===== src/sv/shl2_pkg.sv =====
// Shared types, widths and constants of the spherical harmonics irradiance unit.
package shl2_pkg;

	localparam int N_TERMS = 9;
	localparam int IDX_W   = 4;
	localparam int COEF_W  = 64;
	localparam int NRM_W   = 34;
	localparam int QUAD_W  = 36;
	localparam int BASIS_W = 38;
	localparam int OPB_W   = 34;
	localparam int PROD_W  = BASIS_W + OPB_W;
	localparam int OUT_W   = 63;

	localparam logic OP_LOAD = 1'b0;
	localparam logic OP_EVAL = 1'b1;

	localparam logic signed [OPB_W-1:0] K0     = 34'sd1211559817;
	localparam logic signed [OPB_W-1:0] K1     = 34'sd2098485297;
	localparam logic signed [OPB_W-1:0] NEG_K1 = -34'sd2098485297;
	localparam logic signed [OPB_W-1:0] K2     = 34'sd4692484050;
	localparam logic signed [OPB_W-1:0] NEG_K2 = -34'sd4692484050;
	localparam logic signed [OPB_W-1:0] K3     = 34'sd1354578131;
	localparam logic signed [OPB_W-1:0] K4     = 34'sd2346242025;
	localparam logic signed [BASIS_W-1:0] Q_ONE = 38'sd4294967296;

	typedef enum logic [1:0] {PH_LO, PH_HI, PH_SUM, PH_ACC} mac_ph_t;

	typedef struct packed {
		logic    clear;
		logic    run;
		mac_ph_t ph;
	} mac_ctrl_t;

	typedef struct packed {
		logic               we;
		logic [IDX_W-1:0]   idx;
		logic [BASIS_W-1:0] val;
	} basis_wr_t;

	typedef struct packed {
		logic load;
		logic bwe;
		logic shift;
	} cell_ctl_t;

endpackage


===== src/sv/shl2_mac.sv =====
// Per-channel multiply-accumulate with saturating product and running sum.
module shl2_mac (
	input  logic                                 clk,
	input  shl2_pkg::mac_ctrl_t                  ctrl,
	input  logic signed [shl2_pkg::COEF_W-1:0]   coef,
	input  logic signed [shl2_pkg::BASIS_W-1:0]  basis,
	output logic signed [shl2_pkg::COEF_W-1:0]   acc
);

	logic signed [shl2_pkg::OPB_W-1:0]   b_op;
	logic signed [shl2_pkg::PROD_W-1:0]  prod, hi_q, sum;
	logic signed [39:0]                  lo_q;
	logic signed [shl2_pkg::COEF_W-1:0]  prod_q, sat_prod, acc_q, acc_nx;
	logic signed [shl2_pkg::COEF_W:0]    acc_sum;

	always_comb begin
		if (ctrl.ph == shl2_pkg::PH_LO) begin
			b_op = {2'b00, coef[31:0]};
		end else begin
			b_op = {{2{coef[63]}}, coef[63:32]};
		end
		prod = basis * b_op;
		sum  = hi_q + shl2_pkg::PROD_W'(lo_q);
		if (sum[71:63] != {9{sum[71]}}) begin
			sat_prod = sum[71] ? {1'b1, 63'd0} : {1'b0, {63{1'b1}}};
		end else begin
			sat_prod = sum[63:0];
		end
		acc_sum = {acc_q[63], acc_q} + {prod_q[63], prod_q};
		if (acc_sum[64] != acc_sum[63]) begin
			acc_nx = acc_sum[64] ? {1'b1, 63'd0} : {1'b0, {63{1'b1}}};
		end else begin
			acc_nx = acc_sum[63:0];
		end
	end

	always_ff @(posedge clk) begin
		if (ctrl.clear) begin
			acc_q <= '0;
		end else if (ctrl.run) begin
			case (ctrl.ph)
				shl2_pkg::PH_LO:  lo_q   <= prod[71:32];
				shl2_pkg::PH_HI:  hi_q   <= prod;
				shl2_pkg::PH_SUM: prod_q <= sat_prod;
				shl2_pkg::PH_ACC: acc_q  <= acc_nx;
				default: ;
			endcase
		end
	end

	assign acc = acc_q;

endmodule


===== config.mk =====
export PLATFORM = sky130hd
export DESIGN_NAME = shl2_mac
export DESIGN_NICKNAME = d
export VERILOG_FILES = /design/src/sv/shl2_pkg.sv /design/src/sv/shl2_mac.sv
export SDC_FILE = /design/constraint.sdc
export NUM_CORES = 2
export LEC_CHECK = 0
export ABC_CLOCK_PERIOD_IN_PS = 20300
export BUFFER_PORTS_ARGS = -buffer_cell sky130_fd_sc_hd__buf_2
export CAP_MARGIN = 20
export CORE_AREA = 5 5 381 383
export CTS_CLUSTER_SIZE = 25
export DETAILED_ROUTE_END_ITERATION = 10
export DIE_AREA = 0 0 386 388
export REMOVE_ABC_BUFFERS = 1
export SLEW_MARGIN = 10
export SYNTH_ARGS = -nofsm -noshare
export SYNTH_HDL_FRONTEND = slang
export SYNTH_SLANG_ARGS = --single-unit

===== constraint.sdc =====
create_clock -name clk -period 20.3 [get_ports clk]
set_clock_uncertainty 0.1 [all_clocks]
set_input_delay 4.06 -clock clk [delete_from_list [all_inputs] [get_ports clk]]
set_output_delay 4.06 -clock clk [all_outputs]
set_load 0.05 [all_outputs]

==> run summary <==
The via count of the first global-routing pass came to 50698. The first-pass iteration count of the detailed router came out at 8. The half-perimeter wire length after placement is 145 mm. The summed negative setup slack over all endpoints is 0 ns. The data arrival time of the critical path is 14.25 ns. For this run, the slowest stage of the critical path takes 0.87 ns. The number of design-rule violations left by the first detailed-router iteration is 2871. The count of endpoints failing setup in the final report is 0.

TritonCTS built the clock tree. The worst-case hold slack is 0.387 ns. The final-report max-slew violation count came out at 0. In this run the horizontal extent of the chip is 386 µm.

The slew at the pin closest to its max-slew limit came out at 1.16 ns. The routed length per instance came out at 21.5 µm. Compared with the post-synthesis result, the final layout area differs by 5.18%. The portion of synthesized cell area occupied by the leading cell type came out at 43.6%.

The number of hold-repair buffers added at the cts stage came out at 0. By instance count, the leading cell after synthesis is inv_1. The number of synthesized register bits is 240. Summed over all layers, the global routing overflow is 0. The normalized max-slew margin is 22.4%. Counting distinct cell types in the post-synthesis netlist gives 83. The maximum number of pins on one net before global-route repair is 73. The number of buffers between clock root and the deepest sink came out at 3. The fraction of final layout cells sized beyond drive strength 1 came out at 6.15%. The run finished with clean final reports. Synthesis produced a netlist whose cell count is 6874. The via count came out at 46839.

The final critical-path share of the clock period is 69.2%. The initial cell density of the core came out at 44.6%. The total number of H-tree levels came out at 1. The number of ports placed on the die boundary is 171. In this run the core area contains 138 standard-cell rows. In the global route stage, overall resource usage came out at 25.5%. The highest fanout seen on the critical path is 38. The die covers 150000 µm². The clock slew seen by the registers of the worst setup and hold paths is 0.06 ns. Setup repair after global routing left no endpoint under its margin. The number of remaining DRC errors came out at 0. The number of flops mapped to enable cells by yosys came out at 176. The buffers inserted during post-CTS setup optimization came out at 0.

The number of nets in the layout came out at 8596. Gates resized during post-CTS repair numbered 0. The routability congestion estimate from global placement is 0.906. After synthesis, flip-flops and latches occupy 10.4% of the total area. By count the netlist is led by inv_1 (1462), fa_1 (1371), nand2_1 (803), and2_1 (484), clkbuf_1 (352). The post-synthesis average cell area came out at 9.16 µm². The number of antenna violations at the first check in global routing was 6.

For the worst setup path, the data required time is 20.50 ns. The number of cells on the worst reg-to-reg path is 16. The type of the worst min-delay path is flip-flop to flip-flop. Ranked by total cell area, the synthesized netlist is headed by fa_1 (44%), inv_1 (8.7%), edfxtp_1 (8.4%). The critical path is of the primary input to flip-flop type.

The count of synthesis-stage warnings from yosys is 0. In this run the remaining antenna-violating nets after routing total 0. The filler cells instantiated in the layout total 13555. The max-cap violation count came out at 0. The total routed wirelength is 187 mm.

The later pin in the worst-skew pair is clocked with a latency of 0.60 ns. Input and output buffers added on the ports amount to 170. The detailed-route vias per instance is 5.39. The launching element type of the critical path is a primary input.

The number of CTS-inserted buffers is 28. The worst-case register-to-register setup slack came out at 14.40 ns. The first-pass GRT wire length came out at 297 mm. The mapped cell area came out at 63000 µm².

The endpoint type of the worst setup path is a flip-flop. The async set-or-reset flop fraction in the synthesized netlist is 0%. Of all cell types, the one taking the most synthesized area is fa_1. On the critical path, the stage with the largest delay is an instance of o41ai_1. After layout, the minimum clock period comes to 14.06 ns. The maximum clock frequency came out at 71.1 MHz. The worst hold path cell count came out at 2.

For this run, the leading register cell type out of synthesis is edfxtp_1. The floorplan die height is 388 µm. The root buffer cell chosen for the clock tree is clkbuf_16. CTS saw 240 sinks. The final count of hold timing violations came out at 0. The core region area came out at 141000 µm².
-- through the flow --
stage                     cell area, µm²  util (%)  std cells  worst slack [ns]
after CTS                          66200      46.9       8683              6.22
after floorplan                    61500         -       6503              5.20
after global routing               66200      46.9       8683              5.78
after global placement             65300      46.3       8632              5.73
final                              66200      46.9       8687              6.24
after detailed placement           65300      46.3       8632              5.63
-- placed cells by master (no fill, tap or decap), types with 115 or more instances in the layout --
master / count
a21oi_1: 284
nor2_1: 206
and2_1: 484
xnor2_1: 138
a21o_1: 115
o21ai_0: 181
ha_1: 346
buf_2: 170
nor2b_1: 162
nand2_1: 802
fa_1: 1371
edfxtp_1: 176
inv_1: 1462
-- sequential cells by signal, summed over array words and instances (netlist names) --
name,flops
acc,64
hi_q,72
lo_q,40
prod_q,64
-- critical path, delay by kind of cell --
kind	cells	cell delay [ns]
compound gates	9	2.94
xor+xnor	1	0.15
fa+ha+maj	9	4.42
buf+inv	11	1.59
mux	1	0.34
simple gates	4	0.62
-- final timing paths --
check | start | end
setup / recovery | ctrl[1] | hi_q[71]$_DFFE_PP_
hold / removal | acc[60]$_SDFFE_PP0P_ | acc[60]$_SDFFE_PP0P_
setup reg to reg | lo_q[0]$_DFFE_PP_ | prod_q[39]$_DFFE_PP_
hold reg to reg | acc[60]$_SDFFE_PP0P_ | acc[60]$_SDFFE_PP0P_
-- area by class of cell --
| class | count | area (µm²) | area share, % |
|---|---|---|---|
| clock inverters | 19 | 183 | 0.276 |
| diodes | 4 | 10.0 | 0.0151 |
| well taps | 1890 | 2360 | 3.57 |
| multi-input cells | 4801 | 49500 | 74.8 |
| clock buffers | 32 | 716 | 1.08 |
| repair buffers | 239 | 1370 | 2.07 |
| inverters | 1462 | 5490 | 8.29 |
| flip-flops and latches | 240 | 6570 | 9.91 |
-- layer usage --
metal  global-route usage (%)  vias up  part of all wire, %
met5                        0        -               0.0070
met3                     5.86      288                  8.4
li1                         -    20838                    -
met1                     35.6    23867                   44
met2                     40.5     1844                   45
met4                     5.96        2                  2.7
-- kinds of logic after synthesis --
logic type | count (synthesis) | synth area share, %
AO/OA/AOI/OAI | 947 | 9.72
XOR/XNOR | 207 | 2.88
multiplexers | 35 | 0.610
flip-flops | 240 | 10.4
adder cells (fa/ha/maj) | 1723 | 50.6
buffers and inverters | 1833 | 11.1
AND/OR/NAND/NOR | 1889 | 14.7
Power is not shown: default switching activity piles up to over one toggle a cycle in this logic, so the estimate is an artifact.
