==> config.mk <==
export PLATFORM = sky130hd
export DESIGN_NAME = shl2_cell
export DESIGN_NICKNAME = d
export VERILOG_FILES = /design/src/sv/shl2_pkg.sv /design/src/sv/shl2_cell.sv
export SDC_FILE = /design/constraint.sdc
export NUM_CORES = 1
export LEC_CHECK = 0
export ABC_AREA = 1
export BUFFER_PORTS_ARGS = -buffer_cell sky130_fd_sc_hd__buf_2
export CAP_MARGIN = 20
export CORE_AREA = 5 5 271 273
export CTS_BUF_LIST = sky130_fd_sc_hd__clkbuf_2
export DETAILED_ROUTE_END_ITERATION = 6
export DIE_AREA = 0 0 276 278
export PLACE_DENSITY = 0.38
export SLEW_MARGIN = 20
export SYNTH_ARGS = -nofsm -noshare
export SYNTH_HDL_FRONTEND = slang
export SYNTH_SLANG_ARGS = --single-unit
==> constraint.sdc <==
create_clock -name clk -period 0.8 [get_ports clk]
set_input_delay 0.12 -clock clk [delete_from_list [all_inputs] [get_ports clk]]
set_output_delay 0.12 -clock clk [all_outputs]
set_load 0.02 [all_outputs]
==> src/sv/shl2_pkg.sv <==
// Shared types, widths and constants of the spherical harmonics irradiance unit.
package shl2_pkg;

	localparam int N_TERMS = 9;
	localparam int IDX_W   = 4;
	localparam int COEF_W  = 64;
	localparam int NRM_W   = 34;
	localparam int QUAD_W  = 36;
	localparam int BASIS_W = 38;
	localparam int OPB_W   = 34;
	localparam int PROD_W  = BASIS_W + OPB_W;
	localparam int OUT_W   = 63;

	localparam logic OP_LOAD = 1'b0;
	localparam logic OP_EVAL = 1'b1;

	localparam logic signed [OPB_W-1:0] K0     = 34'sd1211559817;
	localparam logic signed [OPB_W-1:0] K1     = 34'sd2098485297;
	localparam logic signed [OPB_W-1:0] NEG_K1 = -34'sd2098485297;
	localparam logic signed [OPB_W-1:0] K2     = 34'sd4692484050;
	localparam logic signed [OPB_W-1:0] NEG_K2 = -34'sd4692484050;
	localparam logic signed [OPB_W-1:0] K3     = 34'sd1354578131;
	localparam logic signed [OPB_W-1:0] K4     = 34'sd2346242025;
	localparam logic signed [BASIS_W-1:0] Q_ONE = 38'sd4294967296;

	typedef enum logic [1:0] {PH_LO, PH_HI, PH_SUM, PH_ACC} mac_ph_t;

	typedef struct packed {
		logic    clear;
		logic    run;
		mac_ph_t ph;
	} mac_ctrl_t;

	typedef struct packed {
		logic               we;
		logic [IDX_W-1:0]   idx;
		logic [BASIS_W-1:0] val;
	} basis_wr_t;

	typedef struct packed {
		logic load;
		logic bwe;
		logic shift;
	} cell_ctl_t;

endpackage

==> src/sv/shl2_cell.sv <==
// One cell of the coefficient ring: a coefficient triple and its basis value.
module shl2_cell (
	input  logic                                     clk,
	input  logic                                     arst_n,
	input  shl2_pkg::cell_ctl_t                      ctl,
	input  logic signed [shl2_pkg::COEF_W-1:0]       ld_r,
	input  logic signed [shl2_pkg::COEF_W-1:0]       ld_g,
	input  logic signed [shl2_pkg::COEF_W-1:0]       ld_b,
	input  logic signed [shl2_pkg::BASIS_W-1:0]      bval,
	input  logic signed [shl2_pkg::COEF_W-1:0]       nx_r,
	input  logic signed [shl2_pkg::COEF_W-1:0]       nx_g,
	input  logic signed [shl2_pkg::COEF_W-1:0]       nx_b,
	input  logic signed [shl2_pkg::BASIS_W-1:0]      nx_bs,
	output logic signed [shl2_pkg::COEF_W-1:0]       cur_r,
	output logic signed [shl2_pkg::COEF_W-1:0]       cur_g,
	output logic signed [shl2_pkg::COEF_W-1:0]       cur_b,
	output logic signed [shl2_pkg::BASIS_W-1:0]      cur_bs
);

	logic signed [shl2_pkg::COEF_W-1:0]  r_q, g_q, b_q;
	logic signed [shl2_pkg::BASIS_W-1:0] bs_q;

	always_ff @(posedge clk or negedge arst_n) begin
		if (!arst_n) begin
			r_q <= '0;
			g_q <= '0;
			b_q <= '0;
		end else if (ctl.load) begin
			r_q <= ld_r;
			g_q <= ld_g;
			b_q <= ld_b;
		end else if (ctl.shift) begin
			r_q <= nx_r;
			g_q <= nx_g;
			b_q <= nx_b;
		end
	end

	always_ff @(posedge clk) begin
		if (ctl.bwe) begin
			bs_q <= bval;
		end else if (ctl.shift) begin
			bs_q <= nx_bs;
		end
	end

	assign cur_r  = r_q;
	assign cur_g  = g_q;
	assign cur_b  = b_q;
	assign cur_bs = bs_q;

endmodule

==> results.md, run 1 <==
- Cell Area, Placed: between 0.015 and 0.02 mm^2
- CTS sink cnt: between 200 and 250
- Synth Area in Adders: 0%
- Mapped cell area: 0.0104 mm^2
- Compound-cell area share of the yosys netlist: 0%
- Area share of the largest cell type after synthesis: a little under half
- Starting Density: 14.6%
- Post-CTS Setup Bufs: 29
- Synth Area in XOR/XNOR: 0%
- Gpl congestion: 0.877
- Max Root-Sink Buffers: 3
- H-tree levels: 3
- Num ports: around 700
- Status: did not finish
- Synth top area cells: dfrtp_1 46%, nand3_1 19%, nand2_1 18%, edfxtp_1 11%, buf_2 2.7%
- Simple-gate area share of the yosys netlist: between 30% and 40%
- PortBufs: around 690
- Stop stage: 4_1_cts
- Yosys cell types: 12
- Largest family of logic cells by synthesized area: simple AND/OR/NAND/NOR gates
- Area leader, netlist: dfrtp_1
- Syn_nets: 1675
- Log Error: [ERROR RSZ-0060] Max buffer count reached.
- Die H: 278 um
- Register area share after synthesis: 57.3%
- YS warnings: 0
- Die Wd: roughly 280 um
- CTS Root Cell: clkbuf_2
- CTS buffer count: 70
- Detail Placement HPWL: just over 40 mm
- Multiplexer share of the synthesized area: 0%
- Gate Count Post-Synth: between 1000 and 1500
- CTS-repair resized insts: around 450
- Placed cell count: ~2900
- Row count: around 100
- Mean post-synth cell area: about 8.6 um^2
- Flops & latches, synth: 230
- CTS Hold Bufs: between 600 and 700
## cells by family after synthesis
family / after synthesis
flops: 230
buf+inv: 96
simple gates: 884
## cells in the mapped netlist
cell      instances
nand2_1         498
buf_6            20
nor2_4            1
buf_4            11
buf_2            57
edfxtp_1         38
nand3_1         384
or2_2             1
dfrtp_1         192
inv_1             1
clkbuf_1          6
inv_2             1
## per-stage QoR
step / hold WS [ns] / TNS, ns / util (%) / worst slack, ns
after floorplan: -0.176 / -9.70 / - / -0.228
after global placement: 0.0849 / -56.42 / 22.0 / -0.325
after detailed placement: 0.0816 / -59.96 / 22.0 / -0.349
==> run 2, diff against run 1 <==
--- a/config.mk
+++ b/config.mk
@@ -8,11 +8,10 @@
 export ABC_AREA = 1
 export BUFFER_PORTS_ARGS = -buffer_cell sky130_fd_sc_hd__buf_2
 export CAP_MARGIN = 20
-export CORE_AREA = 5 5 271 273
-export CTS_BUF_LIST = sky130_fd_sc_hd__clkbuf_2
+export CORE_AREA = 5 5 265 267
 export DETAILED_ROUTE_END_ITERATION = 6
-export DIE_AREA = 0 0 276 278
-export PLACE_DENSITY = 0.38
+export DIE_AREA = 0 0 270 272
+export PLACE_DENSITY_LB_ADDON = 0.15
 export SLEW_MARGIN = 20
 export SYNTH_ARGS = -nofsm -noshare
 export SYNTH_HDL_FRONTEND = slang
==> run 2 against run 1 <==
Net effect:
- the flow now finishes, with violations (setup timing)
- synthesized cell count did not move
- area after synthesis did not move
==> results.md, run 2 <==
- Status: finished, violations left
- Failing checks: setup timing
- YS warnings: 0 (unchanged)
- Sw frac: between 20% and 30%
- Power Internal: roughly 27 mW
- Finished Core Util: 34.1%
- Mapped cell area: 0.0104 mm^2 (unchanged)
- Row count: 96 (-2.0%)
- Placed cell count: 2777 (-3.4%)
- Crit path kind: flop to output pin
- Final setup vio count: around 240
- CP endpoint kind: output pin
- Max Fclk: between 700 and 800 MHz
- Slew HR: around 73%
- Nets: ~2900
- Crit-path leading delay family: flip-flops
- Mean post-synth cell area: 8.58 um^2 (unchanged)
- Final antenna-violating net count: 0
- CTS Root Cell: clkbuf_16
- Max-cap violations: 0
- Area leader, netlist: dfrtp_1
- Fillcell total: 6934
- Most frequent cells in the layout: 486 x nand2_1, 463 x buf_2, 462 x dlygate4sd3_1
- Vias/cell: 4.04
- Starting Density: 15.3% (+0.65 points)
- DR iter-0 viols: 566
- Die Wd: 270 um (-2.2%)
- Gate Count Post-Synth: 1210 (unchanged)
- CP arrival: between 1 and 1.5 ns
- Avg WL per Cell: between 15 and 20 um
- CP endpoint: cur_b[59]
- Crit start category: flop
- CP Buf/Inv Count: 1
- R2r worst-path depth: 4
- Ys flop type: dfrtp_1
- RR Endpoint: cur_r[16]
- Psw: between 10 and 15 mW
- Syn_nets: 1675 (unchanged)
- Pleak: roughly 11 nW
- Routed Wire Length: 56.1 mm
- Power Density: ~1700 mW/mm^2
- Detail Placement HPWL: 41.3 mm (about the same)
- CTS buffer count: 30 (-57%)
- Worst vdd ir: 0.00113 V
- Final period util: 168%
- Die H: 272 um (-2.2%)
- H-tree levels: 1 (-2)
- First-pass GRT wire length: about 85 mm
- Flops & latches, synth: 230 (unchanged)
- Max Root-Sink Buffers: 3 (unchanged)
- Slew Limit Fails: 0
- Synth top area cells: dfrtp_1 46%, nand3_1 19%, nand2_1 18%, edfxtp_1 11%, buf_2 2.7%
- DRC: 0
- CP max stage delay: 0.49 ns
- Sequential share of power: between 30% and 40%
- Skew-Pair Late Insertion Delay: ~0.55 ns
- Tightest Hold Check Type: input pin to flop
- CTS sink cnt: 230 (unchanged)
- Hold path start: ctl[2]
- Reg2reg start: cur_r[16]
- Fin. Hold Viols: 0
- Total die area: about 0.073 mm^2
- Clk network pwr share: around 36%
- Commonest non-fill, non-tap cell in the layout: nand2_1
- Area share of the largest cell type after synthesis: 46.3% (unchanged)
- Layout Cells excl Fill: approximately 3400
- Post-synth EDFFs: 38 (unchanged)
- Worst path slowest cell: dfrtp_2
- Clock-pin slew on the worst setup and hold paths: approximately 0.060 ns
- Final WS setup: -0.543 ns
- Total number of vias: roughly 14000
- Most common cell in the netlist: nand2_1
- Gpl congestion: 0.847 (-3.5%)
- Initial DRT Pass Iterations: 5
- PortBufs: 694 (unchanged)
- CTS tree: done
- R2R Setup Slk: -0.09 ns
- Register area share after synthesis: 57.3% (unchanged)
- Fin Hold WS: roughly 0.045 ns
- Required time of the critical path: approximately 0.7 ns
- CP cell instances: buf_6
- Ys async rst share: 83.5% (unchanged)
- Place WS: -0.266 ns (+0.0827 ns)
- Worst-Margin Slew: 0.401 ns
- Antenna violations before repair: 4
- Comb pwr share: between 20% and 30%
- Area Growth Syn to Fin: 123%
- Vias in the first global route: around 15000
- Num ports: 695 (unchanged)
- CP max FO: 2
- RSZ-0062 raised after global routing: yes
- Cell count along the critical path: 1
- GRT Residual Overflow: 0
- Ratio of cells with drive above 1 in the final layout: 37.3%
- Top cells by count, synth: 498 x nand2_1, 384 x nand3_1, 192 x dfrtp_1
- GRT Total Usage: between 10 and 15%
- Min Tclk post-route: around 1.3 ns
- Yosys cell types: 12 (unchanged)
- Critical path origin: cur_b[59]
- Worst clock skew: 0 ns
- Largest net degree at the start of global routing: 61
- CORE AREA: roughly 0.068 mm^2
## run 2: what timing repair did
action	CTS	global route
setup buffers	33	40
pin swaps	0	1
gates cloned	0	0
hold endpoints to repair	422	0
hold buffers	462	0
gates resized for setup	445	47
endpoints found under the setup margin	231	241
## run 2: metrics by stage
| step | TNS (ns) | cell area [um^2] | power [mW] |
|---|---|---|---|
| 3_3_place_gp | -51.24 | 15400 | 21.1 |
| 3_5_place_dp | -53.06 | 15400 | 21.1 |
| 2_1_floorplan | -9.70 | 10400 | 17.1 |
| 5_1_grt | -107.70 | 23100 | 40.5 |
| 6_report | -95.23 | 23200 | 38.6 |
| 4_1_cts | -105.77 | 22700 | 38.9 |
## run 2: cell families (layout without fill, tap and decap cells)
| family | count (synthesis) | after routing | synth area share [%] |
|---|---|---|---|
| flops | 230 | 230 | 57.3 |
| other cells | 0 | 5 | 0 |
| simple gates | 884 | 884 | 36.7 |
| buf+inv | 96 | 1369 | 6.00 |
## run 2: how the worst min path moves through the flow
stage / endpoint / slack, ns / depth (start not counted)
after global routing: cur_b[18] / 0.02 / 4
after CTS: cur_b[18] / 0.006 / 4
after global placement: cur_b[59] / 0.19 / 2
after floorplan: cur_b[0] / -0.18 / 0
final: cur_b[18] / 0.05 / 4
after detailed placement: cur_g[22] / 0.19 / 2
## run 2: final cells by class
cell class / instances / area, um^2 / share of cell area (%)
Inverter: 2 / 12.5 / 0.0540
Antenna cell: 5 / 12.5 / 0.0540
Clock buffer: 43 / 911 / 3.93
Tap cell: 882 / 1100 / 4.77
Sequential cell: 230 / 5950 / 25.7
Multi-Input combinational cell: 884 / 3880 / 16.7
Timing Repair Buffer: 1313 / 11200 / 48.3
Clock inverter: 11 / 103 / 0.443
## run 2: power by group through the flow
stage | Clock [mW] | Combinational, mW | Sequential (mW)
2_1_floorplan | 0 | 1.86 | 15.3
3_3_place_gp | 0 | 7.23 | 13.9
3_5_place_dp | 0 | 7.23 | 13.9
4_1_cts | 14.4 | 10.5 | 13.9
5_1_grt | 14.9 | 11.6 | 14.1
6_report | 13.8 | 10.8 | 14.0
## run 2: layer usage
metal / vias to the layer above / wire length, um / track usage, %
met2: 537 / 28200 / 25.6
li1: 6521 / - / -
met1: 6450 / 21900 / 16.7
met4: 0 / 2010 / 5.16
met5: - / 0 / 0
met3: 101 / 3990 / 3.96
## run 2: tightest hold or removal path, delay by kind of cell
family | cells | cell delay [ns]
buffers and inverters | 2 | 0.29
and+or+nand+nor | 2 | 0.13
Note: power is estimated with default switching activity, not from simulation.
